$ cat src/rtl/hpo_pkg.sv
// Shared constants, register codes and control types of the peak orientation block.
`timescale 1ns / 1ps

package hpo_pkg;

   // default sizing
   localparam int MAX_BINS_DEF   = 256;
   localparam int MAX_PEAKS_DEF  = 8;
   localparam int MAX_WINDOW_DEF = 15;

   // field widths
   localparam int BIN_W      = 16;
   localparam int ANGLE_W    = 16;
   localparam int STATUS_W   = 2;
   localparam int USED_W     = 4;
   localparam int RANGE_W    = 9;
   localparam int FACTOR_W   = 17;
   localparam int TOP_W      = 4;
   localparam int WIN_W      = 4;
   localparam int CSR_IDX_W  = 3;
   localparam int CSR_DATA_W = 17;

   // register indexes
   localparam logic [CSR_IDX_W-1:0] REG_RANGE_START = 3'd0;
   localparam logic [CSR_IDX_W-1:0] REG_RANGE_END   = 3'd1;
   localparam logic [CSR_IDX_W-1:0] REG_SMOOTHING   = 3'd2;
   localparam logic [CSR_IDX_W-1:0] REG_TOP_PEAKS   = 3'd3;
   localparam logic [CSR_IDX_W-1:0] REG_WINDOW      = 3'd4;

   // register reset values
   localparam logic [RANGE_W-1:0]  RANGE_START_RST = 9'd0;
   localparam logic [RANGE_W-1:0]  RANGE_END_RST   = 9'd256;
   localparam logic [FACTOR_W-1:0] SMOOTHING_RST   = 17'd19661;
   localparam logic [TOP_W-1:0]    TOP_PEAKS_RST   = 4'd3;
   localparam logic [WIN_W-1:0]    WINDOW_RST      = 4'd5;

   // result status codes
   localparam logic [STATUS_W-1:0] STATUS_SMOOTHED = 2'd0;
   localparam logic [STATUS_W-1:0] STATUS_RESTART  = 2'd1;
   localparam logic [STATUS_W-1:0] STATUS_HELD     = 2'd2;
   localparam logic [STATUS_W-1:0] STATUS_DEFAULT  = 2'd3;

   // angles in 1/256 degree
   localparam logic [ANGLE_W-1:0] DEG45  = 16'd11520;
   localparam logic [ANGLE_W-1:0] DEG90  = 16'd23040;
   localparam logic [ANGLE_W-1:0] DEG180 = 16'd46080;

   // 2*180*256 = 45 << 11
   localparam int SCALE_W     = 6;
   localparam int BIN_SCALE   = 45;
   localparam int SCALE_SHIFT = 11;

   // EMA weights, Q1.16
   localparam logic [FACTOR_W-1:0] Q_ONE    = 17'd65536;
   localparam int                  Q_FRAC   = 16;

   typedef struct packed {
      logic clear;
      logic offer;
   } pk_ctrl_type;

endpackage

$ cat src/rtl/hpo_divider.sv
// Restoring divider, one quotient bit per cycle.
`timescale 1ns / 1ps

module hpo_divider #(
   parameter int NW = 50,
   parameter int DW = 34,
   parameter int QW = hpo_pkg::ANGLE_W
) (
   input  logic          clock,
   input  logic          reset,
   input  logic          start,
   input  logic [NW-1:0] num,
   input  logic [DW-1:0] den,
   output logic          done,
   output logic [QW-1:0] quot
);

   localparam int CNTW = $clog2(NW + 1);

   logic [NW-1:0]   x_ff;
   logic [DW-1:0]   d_ff;
   logic [DW-1:0]   r_ff;
   logic [QW-1:0]   q_ff;
   logic [CNTW-1:0] cnt_ff;
   logic            busy_ff;
   logic            done_ff;
   logic [DW:0]     r_shift;
   logic            fits;

   always_comb begin
      r_shift = {r_ff, x_ff[NW-1]};
      fits    = r_shift >= {1'b0, d_ff};
   end

   always_ff @(posedge clock) begin
      if (reset) begin
         busy_ff <= 1'b0;
         done_ff <= 1'b0;
         cnt_ff  <= '0;
      end else begin
         done_ff <= 1'b0;
         if (start) begin
            busy_ff <= 1'b1;
            cnt_ff  <= CNTW'(NW);
         end else if (busy_ff) begin
            cnt_ff <= cnt_ff - CNTW'(1);
            if (cnt_ff == CNTW'(1)) begin
               busy_ff <= 1'b0;
               done_ff <= 1'b1;
            end
         end
      end
   end

   always_ff @(posedge clock) begin
      if (start) begin
         x_ff <= num;
         d_ff <= den;
         r_ff <= '0;
         q_ff <= '0;
      end else if (busy_ff) begin
         x_ff <= {x_ff[NW-2:0], 1'b0};
         // remainder stays below the divisor, so DW bits hold it
         r_ff <= fits ? DW'(r_shift - {1'b0, d_ff}) : r_shift[DW-1:0];
         q_ff <= {q_ff[QW-2:0], fits};
      end
   end

   assign done = done_ff;
   assign quot = q_ff;

endmodule

$ cat config.mk
export PLATFORM = sky130hd
export DESIGN_NAME = hpo_divider
export DESIGN_NICKNAME = d
export VERILOG_FILES = /design/src/rtl/hpo_pkg.sv /design/src/rtl/hpo_divider.sv
export SDC_FILE = /design/constraint.sdc
export NUM_CORES = 1
export LEC_CHECK = 0
export BUFFER_PORTS_ARGS = -buffer_cell sky130_fd_sc_hd__buf_2
export CORE_MARGIN = 1.5
export CORE_UTILIZATION = 58
export DETAILED_ROUTE_END_ITERATION = 16
export PLACE_DENSITY = 0.8
export SYNTH_ARGS = -nofsm -noshare
export SYNTH_HDL_FRONTEND = slang
export SYNTH_SLANG_ARGS = --single-unit
$ cat constraint.sdc
create_clock -name clock -period 3.9 [get_ports clock]
set_clock_uncertainty 0.05 [all_clocks]
set_input_delay 0.585 -clock clock [delete_from_list [all_inputs] [get_ports clock]]
set_output_delay 0.585 -clock clock [all_outputs]
set_load 0.1 [all_outputs]
## Yosys cells after proc, flatten, opt, wreduce, memory -nomap -nowiden

Index checks and enable logic that the tools add are counted.

- Output and inout bits: 17
- Bits of input ports: 87
- Bits in registers: 142

- Order comparisons: 1
- Mux-type cells: 9
- Add/subtract/negate cells: 2
- Equality and inequality tests: 1
- Bitwise gates (word level): 1
- Reduce and logical (&&, ||, !) cells: 3

Operator list:

| kind | count |
|---|---|
| $mux W50 | 2 |
| $ge A35 B34 Y1 | 1 |
| $mux W34 | 1 |
| $sub A34 B34 Y34 | 1 |
| $mux W6 | 2 |
| $eq A6 B1 Y1 const B | 1 |
| $sub A6 B1 Y6 const B | 1 |
| $mux W1 | 4 |
| $reduce_or A3 Y1 | 1 |
| $reduce_bool A2 Y1 | 1 |
| $reduce_or A2 Y1 | 1 |
| $not A1 Y1 | 1 |

## Depth between registers and ports, before layout

Gate-level depths: netlist of run 1.

- Word-level depth: 4
- Gate-level depth with buffers: 13
- Depth with buffers taken out: 13

## Worst setup path after synthesis of run 1

Ideal clock, no wire load.

- Path kind: reg2reg
- Start: reg x_ff[49]
- End: reg r_ff[30]
- Path buffers: 0
- Data arrival time: 2.731 ns
- Data required time: 3.764 ns
- Stages on the path, launching flop included: 14
- Setup slack: 1.033 ns
- Library setup time: 0.086 ns
- Cells stage by stage: edfxtp_1 -> inv_1 -> ha_1 -> inv_1 -> fa_1 -> a211o_1 -> a21o_1 -> a211oi_1 -> o31a_1 -> o2111ai_1 -> o211ai_1 -> xnor2_1 -> mux2i_1 -> a211oi_1

- Cells in the longest elaborated chain, start to end: 2
- Elaborated cells between the ends (all ways): 3

RTL lines:

| what | RTL line | text |
|---|---|---|
| from (decl) | hpo_divider.sv:20 | `logic [NW-1:0] x_ff;` |
| from (signal assigned) | hpo_divider.sv:57 | `x_ff <= num;` |
| from (signal assigned) | hpo_divider.sv:62 | `x_ff <= {x_ff[NW-2:0], 1'b0};` |
| $sub A34 B34 Y34 or $ge A35 B34 Y1 (tied branches) | hpo_divider.sv:64, hpo_divider.sv:32 |  |
| $mux W34 * | hpo_divider.sv:64 | `r_ff <= fits ? DW'(r_shift - {1'b0, d_ff}) : r_shift[DW-1:0];` |
| to (signal assigned) | hpo_divider.sv:64 |  |
| to (decl) | hpo_divider.sv:22 | `logic [DW-1:0] r_ff;` |

Every way passes the cells marked *; elsewhere a longest branch is shown, timed or not.
A chain may end at the register's enable or synchronous reset.

## Worst setup path after layout of run 1

Same ends and word-level chain as after synthesis.

==> results of run 1 <==
registers in the layout (all words and copies together) (netlist names):
name     flops
busy_ff      1
x_ff        50
r_ff        34
quot        16
done         1
cnt_ff       6
d_ff        34
per-stage QoR:
step / instances / total power, uW / setup slack [ns] / hold slack [ns] / cell area [sq um]
global placement: 948 / 2660 / 0.767 / 0.423 / 8250
CTS: 980 / 4340 / 0.668 / 0.266 / 8870
floorplan: 708 / 2520 / 1.03 / 0.426 / 7710
detailed placement: 948 / 2690 / 0.661 / 0.443 / 8250
finish: 980 / 4320 / 0.667 / 0.280 / 8870
global route: 980 / 4500 / 0.428 / 0.261 / 8870
cell type report:
type	instances	area share [%]
Clock buffer	24	6.28
Clock inverter	8	0.705
Inverter	41	1.74
Multi-Input combinational cell	488	41.2
Sequential cell	142	41.5
Tap cell	172	2.43
Timing Repair Buffer	105	6.15
kinds of logic after synthesis:
family | Yosys count
compound gates | 154
flops | 142
fa+ha+maj | 37
simple gates | 170
buf+inv | 78
mux | 92
xor+xnor | 35
synthesized netlist by cell type (all sizes together) (2+ instances only):
library cell and number:
nor2 76, mux2i 43, xnor2 20, nor3 5
dfxtp 58, mux2 49, clkbuf 20, edfxtp 84
a311oi 6, o2111ai 2, o21a 3, a21oi 38
buf 17, and3 3, o21bai 2, nand4 9
a21o 16, o21ai 28, ha 36, inv 41
or3 3, xor2 15, o31ai 2, a31oi 7
o22ai 3, a31o 2, or2 2, nand3 14
nand2b 10, nor4b 2, nor2b 3, a211oi 32
o211ai 6, nand2 36, and2 2
final timing paths:
check | start | end | slack [ns]
min | den[27] | d_ff[27]$_DFFE_PP_ | 0.28
max reg2reg | x_ff[49]$_DFFE_PP_ | r_ff[30]$_SDFFE_PP0P_ | 0.67
max | x_ff[49]$_DFFE_PP_ | r_ff[30]$_SDFFE_PP0P_ | 0.67
min reg2reg | r_ff[1]$_SDFFE_PP0P_ | r_ff[1]$_SDFFE_PP0P_ | 0.45
layer usage:
metal  up-vias  share of wire, %
met4         0               1.7
met2       133                48
li1       2760                 -
met5         -                 0
met1      2588                45
met3        26               5.9
cells in the final DEF, fill, tap and decap left out, types with 3 or more instances in the layout:
master,synthesis,layout
sky130_fd_sc_hd__a211oi_1,31,31
sky130_fd_sc_hd__a21o_1,15,15
sky130_fd_sc_hd__a21oi_1,38,38
sky130_fd_sc_hd__a311oi_1,6,6
sky130_fd_sc_hd__a31oi_1,6,6
sky130_fd_sc_hd__and3_1,3,3
sky130_fd_sc_hd__buf_2,5,102
sky130_fd_sc_hd__clkbuf_16,0,21
sky130_fd_sc_hd__dfxtp_1,58,57
sky130_fd_sc_hd__edfxtp_1,84,84
sky130_fd_sc_hd__ha_1,36,36
sky130_fd_sc_hd__inv_1,41,41
sky130_fd_sc_hd__inv_6,0,4
sky130_fd_sc_hd__mux2_2,49,49
sky130_fd_sc_hd__mux2i_1,43,43
sky130_fd_sc_hd__nand2_1,33,33
sky130_fd_sc_hd__nand2b_1,10,10
sky130_fd_sc_hd__nand3_1,12,12
sky130_fd_sc_hd__nand4_1,8,8
sky130_fd_sc_hd__nor2_1,74,74
sky130_fd_sc_hd__nor2b_1,3,3
sky130_fd_sc_hd__nor3_1,5,5
sky130_fd_sc_hd__o211ai_1,6,6
sky130_fd_sc_hd__o21a_1,3,3
sky130_fd_sc_hd__o21ai_0,18,18
sky130_fd_sc_hd__o21ai_1,9,9
sky130_fd_sc_hd__o22ai_1,3,3
sky130_fd_sc_hd__or3_1,3,3
sky130_fd_sc_hd__xnor2_1,20,20
sky130_fd_sc_hd__xor2_1,15,15
critical path: cells and delay by family (launching register included):
kind / cells / cell delay, ns
multiplexers: 1 / 0.10
buffers and inverters: 2 / 0.13
XOR/XNOR: 1 / 0.14
adder cells (fa/ha/maj): 2 / 0.59
flip-flops: 1 / 0.38
AO/OA/AOI/OAI: 7 / 1.77
power groups by stage:
stage	Combinational [uW]	Clock, uW	Sequential [uW]
after detailed placement	869	0	1820
after global placement	846	0	1810
final	879	1650	1790
after floorplan	712	0	1810
after CTS	877	1670	1790
after global routing	967	1730	1800
==> results.rst, run 1 <==
.. list-table::
   :header-rows: 1

   * - Metric
     - Value
   * - Multiplexer fraction of the synthesized cell area
     - 12.7%
   * - Sequential power share
     - 41.5%
   * - Met2 Resource Use GR
     - 37.3%
   * - Comb pwr share
     - 20.4%
   * - Die Outline Area
     - 14000 sq um
   * - Area share of the leading cell type in the synthesized netlist
     - 32.7%
   * - Sequential-to-total area share from yosys stat
     - 47.8%
   * - Number of standard cells after synthesis
     - 708
   * - Delay of the slowest cell on the worst path
     - 0.42 ns
   * - Antenna violations before repair
     - 0
   * - Number of gates resized after CTS
     - 0
   * - Data arrival time of the critical path
     - 3.52 ns
   * - Slew headroom
     - 26.3%
   * - Path type of the worst setup path
     - reg -> reg
   * - Maximum fanout along the worst path
     - 6
   * - Met3 routing resource usage after global routing
     - 8.74%
   * - Maximum number of pins on one net before global-route repair
     - 145
   * - Cell types occupying the most area after synthesis
     - sky130_fd_sc_hd__edfxtp_1, sky130_fd_sc_hd__dfxtp_1, sky130_fd_sc_hd__mux2_2
   * - Run status
     - finished clean
   * - Max Freq
     - 309 MHz
   * - Worst VDD drop
     - 0.486 mV
   * - Main combinational cell family by area after synthesis
     - compound AO/OA/AOI/OAI gates
   * - Number of max-capacitance violations reported
     - 0
   * - Power dissipated by switching net loads
     - 1200 uW
   * - Placer congestion estimate
     - 0.874
   * - Leakage power summed over all cells
     - 0.00375 uW
   * - Site Rows
     - 41
   * - Area taken by flip-flops and latches
     - 3680 sq um
   * - Routed wire length per instance
     - 15.7 microns
   * - Post-synth top flop
     - sky130_fd_sc_hd__edfxtp_1
   * - Pwr/cell area
     - 487 nW/um^2
   * - Max-slew violation total from the final report
     - 0
   * - Type of element launching the critical path
     - register
   * - Utilization after layout
     - 69.4%
   * - Clock-pin slew of the registers on the worst-case setup and hold paths
     - 0.06 ns
   * - Library cells used by synthesis
     - 65
   * - Compound-gate portion of the synthesized area
     - 13.7%
   * - DRC violation count after routing
     - 0
   * - Critical-path cell list
     - inv_1 > ha_1 > inv_1 > fa_1 > a211o_1 > a21o_1 > a211oi_1 > o31a_1 > o2111ai_1 > o211ai_1 > xnor2_1 > mux2i_1 > a211oi_1
   * - Ports placed on the boundary
     - 104
   * - Number of setup violations in the final report
     - 0
   * - Unrepaired setup endpoints after global routing
     - false
   * - Syn nets
     - 832
   * - TritonCTS clock tree
     - built
   * - Area occupied by multi-input gates
     - 3650 sq um
   * - Period utilization
     - 82.9%
   * - Wire length after detailed routing
     - 15400 microns
   * - Buffers inserted during post-CTS setup optimization
     - 0
   * - 1st-pass router iterations
     - 4
   * - Via count of the first global-routing pass
     - 5515
   * - Starting utilization of the core area
     - 60.3%
   * - First-iteration detailed-routing DRC count
     - 317
   * - Buffers on Ports
     - 103
   * - Final-layout fill cell count
     - 931
   * - Period minus WS final
     - 3.23 ns
   * - Setup TNS after final layout
     - 0 ns
   * - GR Layer Usage met1
     - 27.5%
   * - Sw Share
     - 27.8%
   * - Number of endpoints with negative hold slack in the final report
     - 0
   * - Die extent in x
     - 118 microns
   * - Flops & latches, synth
     - 142
   * - Number of H-tree branching levels
     - 4
   * - Maximum clock insertion buffer count
     - 2
   * - Adder-cell area share of the yosys netlist
     - 6.10%
   * - Average footprint of a synthesized cell
     - 10.9 sq um
   * - Core area
     - 12800 sq um
   * - Number of nets with antenna violations after detailed routing
     - 0
   * - Critical path's slowest cell
     - sky130_fd_sc_hd__fa_1
   * - Length in cells of the worst reg-to-reg path
     - 13
   * - Worst Tran Pin Value
     - 1.11 ns
   * - Internal power consumption
     - 3120 uW
   * - Wire length of the first global-routing pass
     - 25700 microns
   * - Class of the tightest hold or removal check
     - in -> reg
   * - HPWL reported at the end of detailed placement
     - 10500 microns
   * - Element type at the critical path end
     - register
   * - Leading area contributor after synthesis
     - sky130_fd_sc_hd__edfxtp_1
   * - Overall overflow remaining after global route
     - 0
   * - Number of nets in the layout
     - 919
   * - Root buf cell
     - sky130_fd_sc_hd__clkbuf_16
   * - Layer with the highest usage
     - met2
   * - Hold buffer count at CTS
     - 0
   * - Layout cell share with drive strength beyond 1
     - 25.0%
   * - Number of inserted diodes
     - 0
   * - CTS sink cnt
     - 142
   * - Average via count per standard cell
     - 5.62
   * - Asr flop ratio synth
     - 0%
   * - Synthesized-area fraction occupied by xor and xnor cells
     - 3.98%
   * - Synth Warn #
     - 0
   * - Skew-Pair Late Insertion Delay
     - 0.42 ns
   * - Layout-stage area growth over the synthesis result
     - 15.1%
   * - Clock buffers created by TritonCTS
     - 17
   * - Cell area after synthesis
     - 7710 sq um
   * - Hold-critical path depth
     - 1
   * - Post-synthesis share of cell area spent on and, or, nand and nor gates
     - 10.9%
   * - Post-synth EDFFs
     - 84
   * - Global-route total usage across every layer
     - 22.8%
   * - Share of total power in the clock network
     - 38.2%
   * - Die Span Y
     - 118 microns
   * - WP data required
     - 4.19 ns
   * - Count of vias placed by the detailed router
     - 5507
(Power assumes the default switching activity.)
==> inputs of run 2 (changes only) <==
==> constraint.sdc (replaced) <==
create_clock -name clock -period 3.3 [get_ports clock]
set_clock_uncertainty 0.05 [all_clocks]
set_input_delay 0.495 -clock clock [delete_from_list [all_inputs] [get_ports clock]]
set_output_delay 0.495 -clock clock [all_outputs]
set_load 0.1 [all_outputs]
==> run 2 against run 1 <==
Sequential share of layout area increased by 0.12 points; first-iteration DRC count decreased by 11%; worst hold slack got worse by 0.090 ns; clock power increased by 7%; critical path type unchanged; critical endpoint is now r_ff[10]$_SDFFE_PP0P_.
==> results.rst, run 2 (synthesized netlist as in run 1, its figures left out) <==
.. list-table::
   :header-rows: 1

   * - Metric
     - Value
   * - Reg-to-reg endpoint
     - r_ff[10]$_SDFFE_PP0P_ (was r_ff[30]$_SDFFE_PP0P_)
   * - Ports placed on the boundary
     - 104 (unchanged)
   * - Sequential power share
     - 43.0% (was 41.5%)
   * - Top register by number of flip-flops
     - x_ff (unchanged)
   * - Data arrival time of the critical path
     - 3.37 ns (was 3.52 ns)
   * - Type of element launching the critical path
     - register (unchanged)
   * - Slew headroom
     - 57.3% (was 26.3%)
   * - Length in cells of the worst reg-to-reg path
     - 13 (unchanged)
   * - Final-layout fill cell count
     - 943 (was 931)
   * - Sw Share
     - 28.9% (was 27.8%)
   * - Top library cells by usage in the layout, fill and taps aside
     - sky130_fd_sc_hd__buf_2, sky130_fd_sc_hd__edfxtp_1, sky130_fd_sc_hd__nor2_1 (unchanged)
   * - Path type of the worst setup path
     - reg -> reg (unchanged)
   * - Die Outline Area
     - 14000 sq um (unchanged)
   * - First-iteration detailed-routing DRC count
     - 283 (was 317)
   * - Most frequent standard cell in the layout excluding fill and tap cells
     - sky130_fd_sc_hd__buf_2 (unchanged)
   * - Maximum number of pins on one net before global-route repair
     - 91 (was 145)
   * - Layout cell share with drive strength beyond 1
     - 25.5% (was 25.0%)
   * - Placer congestion estimate
     - 0.887 (was 0.874)
   * - Worst Tran Pin Value
     - 0.640 ns (was 1.11 ns)
   * - Flip-flop count of the largest register, all copies and words added
     - 50 (unchanged)
   * - Overall overflow remaining after global route
     - 0 (unchanged)
   * - TritonCTS clock tree
     - built (unchanged)
   * - Routed wire length per instance
     - 16.0 microns (was 15.7 microns)
   * - Number of H-tree branching levels
     - 4 (unchanged)
   * - Clock buffers created by TritonCTS
     - 17 (unchanged)
   * - Maximum clock insertion buffer count
     - 2 (unchanged)
   * - Via count of the first global-routing pass
     - 5697 (was 5515)
   * - Utilization after layout
     - 69.2% (was 69.4%)
   * - Class of the tightest hold or removal check
     - in -> reg (unchanged)
   * - Wire length after detailed routing
     - 15800 microns (was 15400 microns)
   * - Cell count after placement
     - 951 (was 948)
   * - Root buf cell
     - sky130_fd_sc_hd__clkbuf_16 (unchanged)
   * - Setup Slack @ Placement
     - -0.0158 ns (was 0.661 ns)
   * - Number of max-capacitance violations reported
     - 0 (unchanged)
   * - Worst VDD drop
     - 0.377 mV (was 0.486 mV)
   * - Critical-path cell list
     - inv_1 > ha_1 > inv_1 > fa_1 > a211o_1 > a21o_1 > a21oi_1 > o21ai_1 > a21o_1 > a21oi_1 > xnor2_1 > mux2i_1 > a211oi_1 (was inv_1 > ha_1 > inv_1 > fa_1 > a211o_1 > a21o_1 > a211oi_1 > o31a_1 > o2111ai_1 > o211ai_1 > xnor2_1 > mux2i_1 > a211oi_1)
   * - Antenna violations before repair
     - 0 (unchanged)
   * - Hold buffer count at CTS
     - 0 (unchanged)
   * - Site Rows
     - 41 (unchanged)
   * - Maximum fanout along the worst path
     - 3 (was 6)
   * - Count of vias placed by the detailed router
     - 5610 (was 5507)
   * - Worst hold slack across all endpoints
     - 0.190 ns (was 0.280 ns)
   * - DRC violation count after routing
     - 0 (unchanged)
   * - Area taken by flip-flops and latches
     - 3680 sq um (unchanged)
   * - Max Freq
     - 323 MHz (was 309 MHz)
   * - Area occupied by multi-input gates
     - 3660 sq um (was 3650 sq um)
   * - Element type at the critical path end
     - register (unchanged)
   * - Delay of the slowest cell on the worst path
     - 0.43 ns (was 0.42 ns)
   * - Power dissipated by switching net loads
     - 1430 uW (was 1200 uW)
   * - Unrepaired setup endpoints after global routing
     - false (unchanged)
   * - Setup slack of the most critical reg-to-reg path
     - 0.20 ns (was 0.67 ns)
   * - Pwr/cell area
     - 558 nW/um^2 (was 487 nW/um^2)
   * - Period utilization
     - 94.0% (was 82.9%)
   * - Max-slew violation total from the final report
     - 0 (unchanged)
   * - Comb pwr share
     - 21.3% (was 20.4%)
   * - Hold-critical path endpoint
     - d_ff[27]$_DFFE_PP_ (unchanged)
   * - Internal power consumption
     - 3510 uW (was 3120 uW)
   * - Core area
     - 12800 sq um (unchanged)
   * - Average via count per standard cell
     - 5.70 (was 5.62)
   * - Die Span Y
     - 118 microns (unchanged)
   * - 1st-pass router iterations
     - 5 (was 4)
   * - Number of nets in the layout
     - 924 (was 919)
   * - Buffers on Ports
     - 103 (unchanged)
   * - Starting utilization of the core area
     - 60.3% (unchanged)
   * - Leakage power summed over all cells
     - 0.00374 uW (was 0.00375 uW)
   * - Clock-pin slew of the registers on the worst-case setup and hold paths
     - 0.06 ns (about the same)
   * - Run status
     - finished clean (unchanged)
   * - Critical path's slowest cell
     - sky130_fd_sc_hd__fa_1 (unchanged)
   * - CTS sink cnt
     - 142 (unchanged)
   * - Skew-Pair Late Insertion Delay
     - 0.43 ns (was 0.42 ns)
   * - Number of inserted diodes
     - 0 (unchanged)
   * - Number of endpoints with negative hold slack in the final report
     - 0 (unchanged)
   * - Layout-stage area growth over the synthesis result
     - 14.7% (was 15.1%)
   * - Worst Min Path Start
     - den[27] (unchanged)
   * - Wire length of the first global-routing pass
     - 26500 microns (was 25700 microns)
   * - WP data required
     - 3.57 ns (was 4.19 ns)
   * - Fin cells
     - 985 (was 980)
   * - Hold-critical path depth
     - 1 (unchanged)
   * - Period minus WS final
     - 3.10 ns (was 3.23 ns)
   * - Number of setup violations in the final report
     - 0 (unchanged)
   * - Number of nets with antenna violations after detailed routing
     - 0 (unchanged)
   * - Share of total power in the clock network
     - 35.7% (was 38.2%)
   * - Post-layout worst setup margin
     - 0.200 ns (was 0.667 ns)
   * - Largest registers in the final layout
     - x_ff x50, d_ff x34, r_ff x34 (unchanged)
   * - Reg2Reg Launch Point
     - x_ff[49]$_DFFE_PP_ (unchanged)
   * - Die extent in x
     - 118 microns (unchanged)
   * - HPWL reported at the end of detailed placement
     - 11200 microns (was 10500 microns)
   * - Global-route total usage across every layer
     - 23.5% (was 22.8%)
==> run 2: timing repair <==
item                       in CTS  in global routing
pin swaps                       1                  0
setup endpoints to repair       1                  8
setup buffers                   2                  0
gates resized for setup         0                  2
==> run 2: stage by stage <==
stage / area [sq um] / total power [uW] / TNS, ns
final: 8840 / 4940 / 0
after global routing: 8840 / 5160 / 0
after CTS: 8830 / 4950 / 0
after detailed placement: 8270 / 3190 / -0.0158
after global placement: 8270 / 3140 / 0
after floorplan: 7710 / 2980 / 0
==> run 2: layout make-up <==
cell class                      count  share of cell area, %
Sequential cell                   142                   41.7
Multi-Input combinational cell    488                   41.4
Timing Repair Buffer              110                   6.59
Clock buffer                       20                   5.18
Tap cell                          172                   2.43
Inverter                           41                   1.74
Clock inverter                     12                  0.962
==> run 2: how the worst max path moves through the flow <==
stage | start | endpoint | slack, ns | depth (start not counted)
after global routing | x_ff[49]$_DFFE_PP_ | r_ff[24]$_SDFFE_PP0P_ | 0.04 | 13
final | x_ff[49]$_DFFE_PP_ | r_ff[10]$_SDFFE_PP0P_ | 0.20 | 13
after global placement | x_ff[49]$_DFFE_PP_ | r_ff[30]$_SDFFE_PP0P_ | 0.15 | 13
after detailed placement | x_ff[49]$_DFFE_PP_ | r_ff[30]$_SDFFE_PP0P_ | -0.02 | 13
after floorplan | x_ff[49]$_DFFE_PP_ | r_ff[30]$_SDFFE_PP0P_ | 0.43 | 13
after CTS | x_ff[49]$_DFFE_PP_ | r_ff[24]$_SDFFE_PP0P_ | 0.08 | 13
==> run 2: worst max-delay path, delay by kind of cell, from the launching register on <==
family / cells / cell delay [ns]
AO/OA/AOI/OAI: 7 / 1.63
XOR/XNOR: 1 / 0.14
adder cells (fa/ha/maj): 2 / 0.59
buffers and inverters: 2 / 0.13
flip-flops: 1 / 0.38
multiplexers: 1 / 0.10
==> run 2: layer usage <==
layer	track usage [%]	wire length, microns	share of wire (%)
met1	28.1	6880	44
met2	39.1	7620	48
met3	6.90	965	6.1
met4	10.7	337	2.1
met5	0	0	0
==> run 2: power by group through the flow <==
| stage | Combinational, uW | Clock (uW) | Sequential (uW) |
|---|---|---|---|
| after floorplan | 842 | 0 | 2140 |
| after detailed placement | 1030 | 0 | 2160 |
| after CTS | 1040 | 1790 | 2120 |
| after global routing | 1160 | 1860 | 2140 |
| after global placement | 994 | 0 | 2150 |
| final | 1050 | 1760 | 2120 |
==> inputs of run 3 (changes only) <==
--- a/config.mk
+++ b/config.mk
@@ -7,9 +7,8 @@
 export LEC_CHECK = 0
 export BUFFER_PORTS_ARGS = -buffer_cell sky130_fd_sc_hd__buf_2
 export CORE_MARGIN = 1.5
-export CORE_UTILIZATION = 58
+export CORE_UTILIZATION = 42
 export DETAILED_ROUTE_END_ITERATION = 16
-export PLACE_DENSITY = 0.8
 export SYNTH_ARGS = -nofsm -noshare
 export SYNTH_HDL_FRONTEND = slang
 export SYNTH_SLANG_ARGS = --single-unit
==> constraint.sdc (replaced) <==
create_clock -name clock -period 3.3 [get_ports clock]
set_clock_uncertainty 0.05 [all_clocks]
set_input_delay 0.33 -clock clock [delete_from_list [all_inputs] [get_ports clock]]
set_output_delay 0.33 -clock clock [all_outputs]
set_load 0.1 [all_outputs]
==> run 3 against run 2 <==
Combinational power is essentially flat; die area grew 37%; global-route usage shrank 6.0 points; fmax is essentially flat.
==> results.rst, run 3 (synthesized netlist as in run 1, its figures left out) <==
.. list-table::
   :header-rows: 1

   * - Metric
     - Value
   * - Largest registers in the final layout
     - x_ff x50, d_ff x34, r_ff x34 (unchanged)
   * - Starting utilization of the core area
     - 42.9% (was 60.3%)
   * - Run status
     - finished clean (unchanged)
   * - Critical path's slowest cell
     - sky130_fd_sc_hd__fa_1 (unchanged)
   * - Layout cell share with drive strength beyond 1
     - 25.6% (was 25.5%)
   * - Path type of the worst setup path
     - reg -> reg (unchanged)
   * - Setup TNS after final layout
     - 0 ns (unchanged)
   * - Core area
     - 18000 sq um (was 12800 sq um)
   * - Sw Share
     - 28.9% (about the same)
   * - Data arrival time of the critical path
     - 3.39 ns (was 3.37 ns)
   * - Cell count after placement
     - 1013 (was 951)
   * - Wire length of the first global-routing pass
     - 27500 microns (was 26500 microns)
   * - Internal power consumption
     - 3560 uW (was 3510 uW)
   * - Comb pwr share
     - 20.9% (was 21.3%)
   * - Worst VDD drop
     - 0.495 mV (was 0.377 mV)
   * - Die Outline Area
     - 19200 sq um (was 14000 sq um)
   * - Layout-stage area growth over the synthesis result
     - 16.1% (was 14.7%)
   * - Top register by number of flip-flops
     - x_ff (unchanged)
   * - Slew headroom
     - 52.9% (was 57.3%)
   * - Sequential power share
     - 42.3% (was 43.0%)
   * - Die Span Y
     - 138 microns (was 118 microns)
   * - Number of H-tree branching levels
     - 4 (unchanged)
   * - Pwr/cell area
     - 559 nW/um^2 (was 558 nW/um^2)
   * - Max-slew violation total from the final report
     - 0 (unchanged)
   * - Period minus WS final
     - 3.10 ns (about the same)
   * - Critical-path cell list
     - inv_1 > ha_1 > inv_1 > fa_1 > a211o_1 > a21o_1 > a211oi_1 > buf_4 > o31a_1 > o2111ai_1 > o211ai_1 > xnor2_1 > mux2i_1 > a211oi_1 (was inv_1 > ha_1 > inv_1 > fa_1 > a211o_1 > a21o_1 > a21oi_1 > o21ai_1 > a21o_1 > a21oi_1 > xnor2_1 > mux2i_1 > a211oi_1)
   * - Die extent in x
     - 138 microns (was 118 microns)
   * - DRC violation count after routing
     - 0 (unchanged)
   * - CP Buf/Inv Count
     - 3 (was 2)
   * - Setup Slack @ Placement
     - 0.204 ns (was -0.0158 ns)
   * - Root buf cell
     - sky130_fd_sc_hd__clkbuf_16 (unchanged)
   * - 1st-pass router iterations
     - 5 (unchanged)
   * - Skew-Pair Late Insertion Delay
     - 0.42 ns (was 0.43 ns)
   * - Worst Tran Pin Value
     - 0.706 ns (was 0.640 ns)
   * - Maximum clock insertion buffer count
     - 2 (unchanged)
   * - Routed wire length per instance
     - 15.3 microns (was 16.0 microns)
   * - Number of setup violations in the final report
     - 0 (unchanged)
   * - Clock buffers created by TritonCTS
     - 17 (unchanged)
   * - Clock-pin slew of the registers on the worst-case setup and hold paths
     - 0.07 ns (was 0.06 ns)
   * - Leakage power summed over all cells
     - 0.00374 uW (about the same)
   * - TritonCTS clock tree
     - built (unchanged)
   * - CTS sink cnt
     - 142 (unchanged)
   * - Fin cells
     - 1046 (was 985)
   * - HPWL reported at the end of detailed placement
     - 11100 microns (was 11200 microns)
   * - Buffers on Ports
     - 103 (unchanged)
   * - Overall overflow remaining after global route
     - 0 (unchanged)
   * - Placer congestion estimate
     - 0.867 (was 0.887)
   * - Top library cells by usage in the layout, fill and taps aside
     - sky130_fd_sc_hd__buf_2, sky130_fd_sc_hd__edfxtp_1, sky130_fd_sc_hd__nor2_1 (unchanged)
   * - Hold buffer count at CTS
     - 0 (unchanged)
   * - Cell class contributing the biggest share of worst-path delay
     - compound AO/OA/AOI/OAI gates (unchanged)
   * - Type of element launching the critical path
     - register (unchanged)
   * - Class of the tightest hold or removal check
     - in -> reg (unchanged)
   * - Unrepaired setup endpoints after global routing
     - false (unchanged)
   * - Worst hold slack across all endpoints
     - 0.0328 ns (was 0.190 ns)
   * - Wire length after detailed routing
     - 16000 microns (was 15800 microns)
   * - Period utilization
     - 93.9% (was 94.0%)
   * - Maximum fanout along the worst path
     - 4 (was 3)
   * - Count of vias placed by the detailed router
     - 5538 (was 5610)
   * - Site Rows
     - 49 (was 41)
   * - Number of gates resized after CTS
     - 0 (unchanged)
   * - Element type at the critical path end
     - register (unchanged)
   * - Number of nets in the layout
     - 927 (was 924)
   * - Power dissipated by switching net loads
     - 1450 uW (was 1430 uW)
   * - Average via count per standard cell
     - 5.29 (was 5.70)
   * - Delay of the slowest cell on the worst path
     - 0.42 ns (was 0.43 ns)
   * - Number of nets with antenna violations after detailed routing
     - 0 (unchanged)
   * - Post-layout worst setup margin
     - 0.200 ns (about the same)
   * - Number of max-capacitance violations reported
     - 0 (unchanged)
   * - Maximum number of pins on one net before global-route repair
     - 145 (was 91)
   * - WP data required
     - 3.59 ns (was 3.57 ns)
   * - Share of total power in the clock network
     - 36.8% (was 35.7%)
   * - Ports placed on the boundary
     - 104 (unchanged)
   * - Max Freq
     - 323 MHz (about the same)
   * - Buffers inserted during post-CTS setup optimization
     - 0 (was 2)
   * - Via count of the first global-routing pass
     - 5727 (was 5697)
   * - Most frequent standard cell in the layout excluding fill and tap cells
     - sky130_fd_sc_hd__buf_2 (unchanged)
   * - Antenna violations before repair
     - 3 (was 0)
   * - First-iteration detailed-routing DRC count
     - 336 (was 283)
   * - Number of endpoints with negative hold slack in the final report
     - 0 (unchanged)
   * - Flip-flop count of the largest register, all copies and words added
     - 50 (unchanged)
   * - Global-route total usage across every layer
     - 17.6% (was 23.5%)
## run 3: cell count changes in the layout (fill, tap and decap cells not counted), sizes merged, moves of 2 or more
cell / previous run / this run
clkbuf: 20 / 18
clkinvlp: 0 / 3
clkinv: 7 / 4
buf: 110 / 113
## run 3: per-stage QoR
step | instance area (sq um) | total power, uW | utilization, %
2_1_floorplan | 7710 | 2980 | -
3_3_place_gp | 8380 | 3180 | 46.7
3_5_place_dp | 8380 | 3200 | 46.7
4_1_cts | 8940 | 5060 | 49.8
5_1_grt | 8940 | 5270 | 49.8
6_report | 8950 | 5000 | 49.8
## run 3: final timing paths
kind / from / slack, ns / endpoint / cells after the start
setup / recovery: x_ff[49]$_DFFE_PP_ / 0.20 / r_ff[30]$_SDFFE_PP0P_ / 14
hold reg to reg: r_ff[25]$_SDFFE_PP0P_ / 0.45 / r_ff[25]$_SDFFE_PP0P_ / 2
setup reg to reg: x_ff[49]$_DFFE_PP_ / 0.20 / r_ff[30]$_SDFFE_PP0P_ / 14
hold / removal: den[32] / 0.03 / d_ff[32]$_DFFE_PP_ / 1
## run 3: per-layer routing
metal	wire [microns]	global-route usage [%]	up-vias
li1	-	-	2778
met1	7320	22.0	2623
met2	7540	28.4	117
met3	975	6.82	16
met4	148	4.71	4
met5	23	0	-
## run 3: power groups by stage
stage | clock network [uW] | logic, uW | registers (uW)
global route | 1970 | 1160 | 2140
CTS | 1890 | 1050 | 2120
floorplan | 0 | 842 | 2140
global placement | 0 | 1020 | 2150
finish | 1840 | 1050 | 2120
detailed placement | 0 | 1040 | 2160
## run 3: area by class of cell
type	instances	area [sq um]
clock buffers	18	429
fillers	1658	9020
diodes	1	2.50
repair buffers	113	606
well taps	229	287
clock inverters	14	134
inverters	41	154
flip-flops and latches	142	3680
multi-input cells	488	3650
